==> src/hw/rtl/ffha_pkg.sv <==
// Shared types and constants of the first-fit heap allocator.
package ffha_pkg;

    localparam int unsigned HEAP_BYTES_DEF = 65536;
    localparam int unsigned HDR_BYTES      = 8;
    localparam int unsigned SPLIT_MIN      = 16;
    localparam int unsigned MAX_REQ        = 65536;

    localparam int REQ_W  = 17;
    localparam int BLK_W  = 14;
    localparam int ADDR_W = 32;

    typedef enum logic {
        CMD_ALLOC = 1'b0,
        CMD_FREE  = 1'b1
    } cmd_t;

    typedef enum logic [1:0] {
        ST_OK        = 2'd0,
        ST_OOM       = 2'd1,
        ST_NULL_FREE = 2'd2,
        ST_BAD_FREE  = 2'd3
    } status_t;

    typedef struct packed {
        cmd_t              cmd;
        logic [REQ_W-1:0]  req_bytes;
        logic [ADDR_W-1:0] free_addr;
    } ffha_req_t;

    typedef struct packed {
        logic [ADDR_W-1:0] alloc_addr;
        status_t           status;
        logic [REQ_W-1:0]  used_bytes;
        logic [BLK_W-1:0]  used_blocks;
    } ffha_rsp_t;

endpackage

==> src/hw/rtl/ffha_ctrl.sv <==
// Request sequencer: chain walks, split, mark, coalescing pass and usage counters.
module ffha_ctrl #(
    parameter int unsigned HEAP_BYTES = ffha_pkg::HEAP_BYTES_DEF,
    localparam int OW      = $clog2(HEAP_BYTES),
    localparam int SLOT_AW = $clog2(HEAP_BYTES / 4)
) (
    input  logic                aclk,
    input  logic                aresetn,
    input  logic [31:0]         heap_base,
    input  logic                req_valid,
    output logic                req_ready,
    input  ffha_pkg::ffha_req_t req,
    output logic                rsp_valid,
    input  logic                rsp_ready,
    output ffha_pkg::ffha_rsp_t rsp,
    output logic                mem_rd_en,
    output logic [SLOT_AW-1:0]  mem_rd_addr,
    input  logic [OW-1:0]       mem_rd_size,
    input  logic                mem_rd_free,
    output logic                mem_wr_en,
    output logic [SLOT_AW-1:0]  mem_wr_addr,
    output logic [OW-1:0]       mem_wr_size,
    output logic                mem_wr_free
);
    import ffha_pkg::*;

    localparam int CW = ((OW > REQ_W) ? OW : REQ_W) + 2;
    localparam logic [CW-1:0]    SENT_W  = CW'(HEAP_BYTES - HDR_BYTES);
    localparam logic [CW-1:0]    HDR_W   = CW'(HDR_BYTES);
    localparam logic [CW-1:0]    SPLIT_W = CW'(HDR_BYTES + SPLIT_MIN);
    localparam logic [31:0]      SENT_32 = 32'(HEAP_BYTES - HDR_BYTES);
    localparam logic [31:0]      HDR_32  = 32'(HDR_BYTES);
    localparam logic [REQ_W-1:0] MAX_RQ  = REQ_W'(MAX_REQ);

    typedef enum logic [2:0] {
        S_IDLE,
        S_A_WALK,
        S_A_SPLIT,
        S_F_WALK,
        S_M_START,
        S_M_CUR,
        S_M_NXT,
        S_RESP
    } state_t;

    state_t            state_reg, state_next;
    logic [OW-1:0]     off_reg, off_next;        // offset whose header is on the read port
    logic [REQ_W-1:0]  need_reg, need_next;
    logic [OW-1:0]     target_reg, target_next;
    logic [OW-1:0]     cur_reg, cur_next;        // left block of the coalescing pass
    logic [OW-1:0]     cur_size_reg, cur_size_next;
    logic              cur_free_reg, cur_free_next;
    logic [OW-1:0]     split_off_reg, split_off_next;
    logic [OW-1:0]     split_size_reg, split_size_next;
    logic [31:0]       addr_reg, addr_next;
    status_t           status_reg, status_next;
    logic [REQ_W-1:0]  bytes_reg, bytes_next;
    logic [BLK_W-1:0]  blocks_reg, blocks_next;

    logic [CW-1:0]     walk_nxt;
    logic [CW-1:0]     merge_size;
    logic [CW-1:0]     rem_size;
    logic [CW-1:0]     split_off;
    logic              fits;
    logic              do_split;
    logic [REQ_W-1:0]  req_nz;
    logic [REQ_W-1:0]  need_rnd;
    logic [31:0]       target32;

    assign walk_nxt   = CW'(off_reg) + HDR_W + CW'(mem_rd_size);
    assign merge_size = CW'(cur_size_reg) + HDR_W + CW'(mem_rd_size);
    assign rem_size   = CW'(mem_rd_size) - CW'(need_reg) - HDR_W;
    assign split_off  = CW'(off_reg) + HDR_W + CW'(need_reg);
    assign fits       = mem_rd_free && (CW'(mem_rd_size) >= CW'(need_reg));
    assign do_split   = CW'(mem_rd_size) >= (CW'(need_reg) + SPLIT_W);
    assign req_nz     = (req.req_bytes == '0) ? REQ_W'(1) : req.req_bytes;
    assign need_rnd   = (req_nz + REQ_W'(3)) & ~REQ_W'(3);
    assign target32   = req.free_addr - heap_base - HDR_32;

    always_comb begin
        state_next      = state_reg;
        off_next        = off_reg;
        need_next       = need_reg;
        target_next     = target_reg;
        cur_next        = cur_reg;
        cur_size_next   = cur_size_reg;
        cur_free_next   = cur_free_reg;
        split_off_next  = split_off_reg;
        split_size_next = split_size_reg;
        addr_next       = addr_reg;
        status_next     = status_reg;
        bytes_next      = bytes_reg;
        blocks_next     = blocks_reg;
        mem_rd_en       = 1'b0;
        mem_rd_addr     = '0;
        mem_wr_en       = 1'b0;
        mem_wr_addr     = off_reg[SLOT_AW+1:2];
        mem_wr_size     = mem_rd_size;
        mem_wr_free     = 1'b0;

        unique case (state_reg)
            S_IDLE: begin
                if (req_valid) begin
                    addr_next = '0;
                    off_next  = '0;
                    if (req.cmd == CMD_ALLOC) begin
                        if (req.req_bytes > MAX_RQ) begin
                            status_next = ST_OOM;
                            state_next  = S_RESP;
                        end else begin
                            need_next  = need_rnd;
                            mem_rd_en  = 1'b1;
                            state_next = S_A_WALK;
                        end
                    end else begin
                        if (req.free_addr == '0) begin
                            status_next = ST_NULL_FREE;
                            state_next  = S_RESP;
                        end else if (target32 >= SENT_32) begin
                            status_next = ST_BAD_FREE;
                            state_next  = S_RESP;
                        end else begin
                            target_next = OW'(target32);
                            mem_rd_en   = 1'b1;
                            state_next  = S_F_WALK;
                        end
                    end
                end
            end

            S_A_WALK: begin
                if (fits) begin
                    mem_wr_en   = 1'b1;
                    mem_wr_free = 1'b0;
                    blocks_next = blocks_reg + BLK_W'(1);
                    addr_next   = heap_base + 32'(off_reg) + HDR_32;
                    status_next = ST_OK;
                    if (do_split) begin
                        mem_wr_size     = OW'(need_reg);
                        bytes_next      = bytes_reg + need_reg;
                        split_off_next  = OW'(split_off);
                        split_size_next = OW'(rem_size);
                        state_next      = S_A_SPLIT;
                    end else begin
                        mem_wr_size = mem_rd_size;
                        bytes_next  = bytes_reg + REQ_W'(mem_rd_size);
                        state_next  = S_RESP;
                    end
                end else if (walk_nxt >= SENT_W) begin
                    addr_next   = '0;
                    status_next = ST_OOM;
                    state_next  = S_RESP;
                end else begin
                    mem_rd_en   = 1'b1;
                    mem_rd_addr = walk_nxt[SLOT_AW+1:2];
                    off_next    = OW'(walk_nxt);
                end
            end

            S_A_SPLIT: begin
                mem_wr_en   = 1'b1;
                mem_wr_addr = split_off_reg[SLOT_AW+1:2];
                mem_wr_size = split_size_reg;
                mem_wr_free = 1'b1;
                state_next  = S_RESP;
            end

            S_F_WALK: begin
                if (off_reg == target_reg) begin
                    if (!mem_rd_free) begin
                        mem_wr_en   = 1'b1;
                        mem_wr_size = mem_rd_size;
                        mem_wr_free = 1'b1;
                        bytes_next  = bytes_reg - REQ_W'(mem_rd_size);
                        blocks_next = blocks_reg - BLK_W'(1);
                        status_next = ST_OK;
                        state_next  = S_M_START;
                    end else begin
                        status_next = ST_BAD_FREE;
                        state_next  = S_RESP;
                    end
                end else if ((walk_nxt >= SENT_W) || (walk_nxt > CW'(target_reg))) begin
                    status_next = ST_BAD_FREE;
                    state_next  = S_RESP;
                end else begin
                    mem_rd_en   = 1'b1;
                    mem_rd_addr = walk_nxt[SLOT_AW+1:2];
                    off_next    = OW'(walk_nxt);
                end
            end

            // Read of slot 0 is issued in the cycle after the mark write, so it never meets it.
            S_M_START: begin
                mem_rd_en  = 1'b1;
                off_next   = '0;
                state_next = S_M_CUR;
            end

            S_M_CUR: begin
                cur_next      = off_reg;
                cur_size_next = mem_rd_size;
                cur_free_next = mem_rd_free;
                if (walk_nxt >= SENT_W) begin
                    state_next = S_RESP;
                end else begin
                    mem_rd_en   = 1'b1;
                    mem_rd_addr = walk_nxt[SLOT_AW+1:2];
                    off_next    = OW'(walk_nxt);
                    state_next  = S_M_NXT;
                end
            end

            // Header on the read port follows cur; the block after it is
            // off + 8 + size in both cases (merged size ends at the same place).
            S_M_NXT: begin
                if (cur_free_reg && mem_rd_free) begin
                    mem_wr_en     = 1'b1;
                    mem_wr_addr   = cur_reg[SLOT_AW+1:2];
                    mem_wr_size   = OW'(merge_size);
                    mem_wr_free   = 1'b1;
                    cur_size_next = OW'(merge_size);
                end else begin
                    cur_next      = off_reg;
                    cur_size_next = mem_rd_size;
                    cur_free_next = mem_rd_free;
                end
                if (walk_nxt >= SENT_W) begin
                    state_next = S_RESP;
                end else begin
                    mem_rd_en   = 1'b1;
                    mem_rd_addr = walk_nxt[SLOT_AW+1:2];
                    off_next    = OW'(walk_nxt);
                end
            end

            S_RESP: begin
                if (rsp_ready) begin
                    state_next = S_IDLE;
                end
            end

            default: begin
                state_next = S_IDLE;
            end
        endcase
    end

    always_ff @(posedge aclk) begin
        if (!aresetn) begin
            state_reg  <= S_IDLE;
            bytes_reg  <= '0;
            blocks_reg <= '0;
        end else begin
            state_reg      <= state_next;
            off_reg        <= off_next;
            need_reg       <= need_next;
            target_reg     <= target_next;
            cur_reg        <= cur_next;
            cur_size_reg   <= cur_size_next;
            cur_free_reg   <= cur_free_next;
            split_off_reg  <= split_off_next;
            split_size_reg <= split_size_next;
            addr_reg       <= addr_next;
            status_reg     <= status_next;
            bytes_reg      <= bytes_next;
            blocks_reg     <= blocks_next;
        end
    end

    assign req_ready       = (state_reg == S_IDLE);
    assign rsp_valid       = (state_reg == S_RESP);
    assign rsp.alloc_addr  = addr_reg;
    assign rsp.status      = status_reg;
    assign rsp.used_bytes  = bytes_reg;
    assign rsp.used_blocks = blocks_reg;

endmodule

==> config.mk <==
export PLATFORM = sky130hd
export DESIGN_NAME = ffha_ctrl
export DESIGN_NICKNAME = d
export VERILOG_FILES = /design/src/hw/rtl/ffha_pkg.sv /design/src/hw/rtl/ffha_ctrl.sv
export SDC_FILE = /design/constraint.sdc
export NUM_CORES = 1
export LEC_CHECK = 0
export BUFFER_PORTS_ARGS = -buffer_cell sky130_fd_sc_hd__buf_2
export CORE_MARGIN = 1.5
export CORE_UTILIZATION = 55
export CTS_BUF_LIST = sky130_fd_sc_hd__clkbuf_4 sky130_fd_sc_hd__clkbuf_8
export CTS_CLUSTER_DIAMETER = 150
export DETAILED_ROUTE_END_ITERATION = 16
export PLACE_DENSITY = 0.76
export REMOVE_ABC_BUFFERS = 1
export SYNTH_ARGS = -nofsm -noshare
export SYNTH_HDL_FRONTEND = slang
export SYNTH_SLANG_ARGS = --single-unit
export TNS_END_PERCENT = 10
==> constraint.sdc <==
create_clock -name aclk -period 10.6 [get_ports aclk]
set_input_delay 2.12 -clock aclk [delete_from_list [all_inputs] [get_ports aclk]]
set_output_delay 2.12 -clock aclk [all_outputs]
set_load 0.05 [all_outputs]
==> results of run 1 <==
-- worst paths after layout --
kind / endpoint / slack, ns / cells past startpoint
worst max-delay path: mem_rd_addr[4] / 1.16 / 22
worst max register to register: off_reg[10] / 4.48 / 18
worst min register to register: blocks_reg[10] / 0.48 / 2
worst min-delay path: blocks_reg[10] / 0.48 / 2
-- cell type report --
| type | count | area, sq um |
|---|---|---|
| Fill cell | 3037 | 12930 |
| Multi-Input combinational cell | 1707 | 12540 |
| Sequential cell | 176 | 4945 |
| Timing Repair Buffer | 233 | 1209 |
| Inverter | 262 | 983.4 |
| Tap cell | 448 | 560.5 |
| Clock buffer | 18 | 241.5 |
| Clock inverter | 14 | 122.6 |
-- power by group through the flow --
stage,clock (mW),sequential (mW),combinational (mW)
final,0.474,1.09,3.08
after global routing,0.504,1.09,3.33
after CTS,0.479,1.08,3.04
after global placement,0,1.09,2.99
after floorplan,0,1.09,2.16
after detailed placement,0,1.09,3.02
-- through the flow --
step / setup WS, ns / total power [mW] / hold slack (ns)
2_1_floorplan: 2.020 / 3.253 / 0.5391
3_5_place_dp: 1.339 / 4.111 / 0.4692
6_report: 1.165 / 4.644 / 0.4771
3_3_place_gp: 1.392 / 4.079 / 0.4611
5_1_grt: 0.9423 / 4.920 / 0.5128
4_1_cts: 1.319 / 4.595 / 0.4838
-- worst min-delay path, cell delays in order, from the launching register on --
cell,delay (ns)
dfxtp_1,0.33
nand2_1,0.06
a21oi_1,0.05
-- layer usage --
layer / wire [um] / share of wire, %
met4: 2295 / 3.8
met2: 28490 / 47
met5: 23 / 0.038
met3: 4254 / 7.1
met1: 24930 / 42
-- cells in the final DEF (no fill, tap or decap), drive strengths merged, types with 9 or more instances in the layout --
| cell | count |
|---|---|
| nand2b | 28 |
| nor2b | 25 |
| a21oi | 169 |
| buf | 233 |
| nand4 | 21 |
| o21bai | 19 |
| o21ai | 113 |
| a21o | 42 |
| mux2i | 9 |
| a221oi | 15 |
| a222oi | 17 |
| xnor2 | 105 |
| o21a | 32 |
| a211oi | 22 |
| o31ai | 17 |
| edfxtp | 142 |
| and3 | 29 |
| fa | 9 |
| nor2 | 166 |
| xor2 | 63 |
| and4 | 9 |
| or3 | 24 |
| ha | 285 |
| clkbuf | 18 |
| a2111oi | 13 |
| nand2 | 143 |
| o211ai | 21 |
| nand3 | 50 |
| nor3 | 50 |
| a31oi | 20 |
| dfxtp | 34 |
| or2 | 21 |
| nor4 | 36 |
| inv | 270 |
| and2 | 16 |
-- cell families after synthesis --
group | share of synthesized area, %
AND/OR/NAND/NOR | 17.76
multiplexers | 0.5416
buffers and inverters | 6.673
adder cells (fa/ha/maj) | 20.02
AO/OA/AOI/OAI | 20.72
XOR/XNOR | 7.863
flip-flops | 26.42
==> metrics.yaml, run 1 <==
irDropWorstVdd_uv: 157.1
yosys_warnings: 0
fin_tns_setup_ns: 0
max_clock_freq_mhz: 106.0
core_area_sq_mm: 0.03353
grtUsageMet2_pct: 56.72
powerDensity_mw_per_mm2: 225.4
insertedDiodeCount: 0
slowest_delay_ns: 0.69
critical_path_class: "input pin to primary output"
largest_reg_flops: 32
cp_cell_sequence: "buf_2, inv_1, fa_1, nor2b_1, o211ai_1, a2111oi_0, o21ai_0, nand2b_1, xnor2_1, inv_1, ha_1, a21o_1, a21oi_1, nor2b_1, a2111oi_0, o31ai_1, o221ai_1, and3_1, a21oi_1, buf_4, nor4_2, buf_2"
dpl.cell_count: 2826
crit_family: "compound AO/OA/AOI/OAI gates"
min_period_ns: 9.435
r2r-start: "off_reg[5]"
async_flop_share_pct: 0
grt_pass1_vias: 16980
num_vias: 17760
clkLatencyLatePin_ns: 0.53
num_rows: 67
grt_usage_pct: 33.54
cts_buffers: 17
portBuffers: 216
cell_internal_pwr_mw: 2.110
rsz0062_at_grt: "false"
yosys.area.top_type: "edfxtp_1"
syn-cell-area_sq_mm: 0.01871
cts_buffer_depth: 2
io_pins: 217
grtUsageMet1_pct: 42.66
ys_ff_latch: 176
hp-class: "flop to flop"
fin_nets: 2794
worstPathMaxFanout: 14
clock_tree.root_cell: "clkbuf_8"
wl_per_cell_um: 20.99
synth_edf_count: 142
drtIter0Drc: 1731
synth_cell_type_count: 82
power_switching_share_pct: 54.57
synth.most_common_cell: "ha_1"
use_met3_pct: 5.084
htreeDepth: 4
fin_worst_skew_ns: 0.02674
fin_cells: 2858
cp_slowest_cell: "a2111oi_0"
seq_power_share_pct: 23.4
via_per_inst: 6.214
cts_resized: 0
endpoint_kind: "primary output"
startpoint_type: "input pin"
clock_sinks: 176
grt-ovfl-total: 0
ctsHoldBuffers: 0
routed_wl_um: 59990
arrival_ns: 7.32
worstHoldStart: "blocks_reg[10]"
antenna_found_initial: 3
clkPwrFrac_pct: 10.2
synth_cells: 2213
netlist.area_leader.share_pct: 22.79
hold_viol: 0
synth_area_leaders: "edfxtp_1, ha_1, inv_1, xnor2_1, a21oi_1"
crit_start: "mem_rd_size[1]"
setup_viol: 0
clk_pin_slew_ns: 0.09
grt_pass1_wl_um: 92330
first_pass_iters: 5
gp_congestion: 0.9978
crit_required_ns: 8.48
synth_ff_type: "edfxtp_1"
drv_slew: 0
seq_area_frac_synth_pct: 26.42
netSwitchingPower_mw: 2.534
maxCapViolCount: 0
finalInstanceArea_sq_mm: 0.02060
status: "finished, final reports clean"
start_util_pct: 55.81
die_h_um: 187.5
dieArea_sq_mm: 0.03514
p_leak_nw: 9.382
postLayoutCoreUtil_pct: 61.44
critPathBufInv: 5
drc: 0
hpwl_um: 46650
syn_avg_cell_area_sq_um: 8.456
grt_max_degree: 39
tightestPinTransition_ns: 0.9664
die-width_um: 187.5
placed_area_sq_mm: 0.02024
slew_headroom_pct: 35.57
power_frac_comb_pct: 66.4
cts_tree: "yes"
min_period_over_period_pct: 89.01
area_growth_syn_to_layout_pct: 10.10
final_antenna_net_count: 0
busiest_layer: "met2"
netlist_top_cells_count: "ha_1, inv_1, a21oi_1, nor2_1, nand2_1"
postCtsSetupBuffers: 0
drive_gt1_share_pct: 13.07
No activity file was read; power rests on OpenSTA's default activity.
==> inputs of run 2 (changes only) <==
--- a/config.mk
+++ b/config.mk
@@ -11,6 +11,7 @@
 export CTS_BUF_LIST = sky130_fd_sc_hd__clkbuf_4 sky130_fd_sc_hd__clkbuf_8
 export CTS_CLUSTER_DIAMETER = 150
 export DETAILED_ROUTE_END_ITERATION = 16
+export MAX_ROUTING_LAYER = met4
 export PLACE_DENSITY = 0.76
 export REMOVE_ABC_BUFFERS = 1
 export SYNTH_ARGS = -nofsm -noshare
==> constraint.sdc (replaced) <==
create_clock -name aclk -period 10.6 [get_ports aclk]
set_input_delay 0 -clock aclk [delete_from_list [all_inputs] [get_ports aclk]]
set_output_delay 0 -clock aclk [all_outputs]
set_load 0.05 [all_outputs]
==> run 2 against run 1 <==
Effect of this change: cell area grew 2.7%; sequential power shrank 4%; hold slack lost 0.44 ns; via count grew 1.0%; non-clock buffer count grew 53; first-iteration DRC count shrank 19%; setup slack gained 3.3 ns; clock skew grew 0.0013 ns; critical path type is now flop to primary output; largest cell class unchanged; largest power group unchanged.
==> metrics.yaml, run 2 (same netlist as run 1, synthesis figures left out) <==
via_per_inst: 6.163  # -0.83%
area_growth_syn_to_layout_pct: 13.04
finalInstanceArea_sq_mm: 0.02115  # +2.7%
fin_tns_setup_ns: 0  # unchanged
clkLatencyLatePin_ns: 0.51  # -0.02 ns
routed_wl_um: 60350  # +0.59%
rsz0062_at_grt: "false"
io_pins: 217  # unchanged
hpwl_um: 46540  # -0.23%
pre_cts_ws_ns: 4.960  # +3.621 ns
first_pass_iters: 13  # +8
clkPwrFrac_pct: 10.4  # +0.2 points
postCtsSetupBuffers: 0  # unchanged
final_antenna_net_count: 0  # unchanged
max_clock_freq_mhz: 162.8  # +54%
insertedDiodeCount: 0  # unchanged
maxCapViolCount: 0  # unchanged
startpoint_type: "flop"
num_vias: 17940  # +1.0%
ctsHoldBuffers: 55  # +55
min_period_ns: 6.142  # -3.293 ns
cp_cell_sequence: "nand3_1, nor2_1, nand2_1, or3_1, xnor2_1, ha_1, a21oi_1, or3b_1, o21ai_0, xnor2_1, ha_1, and4_1, a2111oi_0, o31ai_1, o221ai_1, and3_1, a21oi_1, buf_4, nor4_2, buf_2"
clock_sinks: 176  # unchanged
fin_cells: 2911  # +1.9%
fin_worst_skew_ns: 0.02803  # +0.001287 ns
cp_slowest_cell: "edfxtp_1"
wl_per_cell_um: 20.73  # -1.2%
die-width_um: 187.5  # unchanged
crit_family: "simple AND/OR/NAND/NOR gates"
p_total_mw: 4.588  # -1.2%
cell_internal_pwr_mw: 2.133  # +1.1%
setup_viol: 0  # unchanged
slew_headroom_pct: 31.36  # -4.2 points
final_cell_mix: "ha_1, inv_1, buf_2"
grt_pass1_wl_um: 93440  # +1.2%
dpl.cell_count: 2824  # -0.071%
critical_path_class: "flop to primary output"
slowest_delay_ns: 0.57  # -0.12 ns
drv_slew: 0  # unchanged
fin_nets: 2847  # +1.9%
htreeDepth: 4  # unchanged
hold_slack_ns: 0.03439  # -0.4427 ns
grt_usage_pct: 34.88  # +1.3 points
start_util_pct: 55.81  # unchanged
power_frac_comb_pct: 66.8  # +0.4 points
layout_commonest_cell: "ha_1"
p_leak_nw: 9.616  # +2.5%
drtIter0Drc: 1399  # -19%
clock_tree.root_cell: "clkbuf_8"
placed_area_sq_mm: 0.02022  # about the same
core_area_sq_mm: 0.03353  # unchanged
critPathBufInv: 2  # -3
dieArea_sq_mm: 0.03514  # unchanged
seq_power_share_pct: 22.8  # -0.6 points
drc: 0  # unchanged
drive_gt1_share_pct: 12.71  # -0.36 points
irDropWorstVdd_uv: 163.4  # +4.0%
netSwitchingPower_mw: 2.455  # -3.1%
postLayoutCoreUtil_pct: 63.09  # +1.6 points
power_switching_share_pct: 53.51  # -1.1 points
antenna_found_initial: 0  # -3
grt_pass1_vias: 17520  # +3.1%
tightestPinTransition_ns: 1.026  # +0.05936 ns
crit_required_ns: 10.60  # +2.12 ns
powerDensity_mw_per_mm2: 216.9  # -3.8%
grt_max_degree: 37  # -5.1%
cts_resized: 0  # unchanged
hp-class: "input pin to flop"
cts_tree: "yes"
portBuffers: 216  # unchanged
hold_viol: 0  # unchanged
worst_slack_ns: 4.458  # +3.293 ns
die_h_um: 187.5  # unchanged
endpoint_kind: "primary output"
gp_congestion: 1.019  # +2.1%
worstPathMaxFanout: 14  # unchanged
min_period_over_period_pct: 57.95  # -31 points
arrival_ns: 6.14  # -1.18 ns
grt-ovfl-total: 0  # unchanged
num_rows: 67  # unchanged
clk_pin_slew_ns: 0.11  # +0.02 ns
largest_reg_flops: 32  # unchanged
cts_buffer_depth: 2  # unchanged
status: "finished, final reports clean"
cts_buffers: 17  # unchanged
run 2: changes by cell type in the layout (fill, tap and decap cells not counted), sizes merged:
cell and change:
dlygate4sd3 +55, clkinvlp -2, clkinv +3, buf -2
inv -1
run 2: tightest hold or removal path, stage by stage:
cell and delay, ns:
buf_2 0.11, nor4_1 0.05, nand4_1 0.08, o22ai_1 0.11
run 2: worst paths after layout:
check / start / endpoint / slack (ns) / depth (start not counted)
setup / recovery: off_reg[5] / mem_rd_addr[11] / 4.46 / 20
hold / removal: req[34] / need_reg[2] / 0.03 / 4
setup reg to reg: off_reg[5] / off_reg[9] / 4.82 / 18
hold reg to reg: blocks_reg[7] / blocks_reg[7] / 0.48 / 2
run 2: power by group through the flow:
stage	registers (mW)	logic, mW	clock network [mW]
after floorplan	1.09	2.16	0
after global placement	1.05	2.95	0
after detailed placement	1.05	2.99	0
after CTS	1.04	3.03	0.477
after global routing	1.05	3.33	0.500
final	1.05	3.07	0.476
run 2: layout make-up:
type / count / area [sq um]
clock inverter: 14 / 138.9
tap: 448 / 560.5
clock buffer: 18 / 241.5
timing repair buffer: 286 / 1744
sequential: 176 / 4945
inverter: 262 / 983.4
multi-input combinational: 1707 / 12540
fill: 2952 / 12380
run 2: per-layer routing:
metal	share of wire, %	wire [um]	global-route usage [%]	vias up
li1	-	-	-	8511
met1	40	24090	41.26	8428
met3	7.2	4335	4.878	194
met5	0	0	-	-
met4	5.3	3218	18.43	0
met2	48	28710	57.72	808
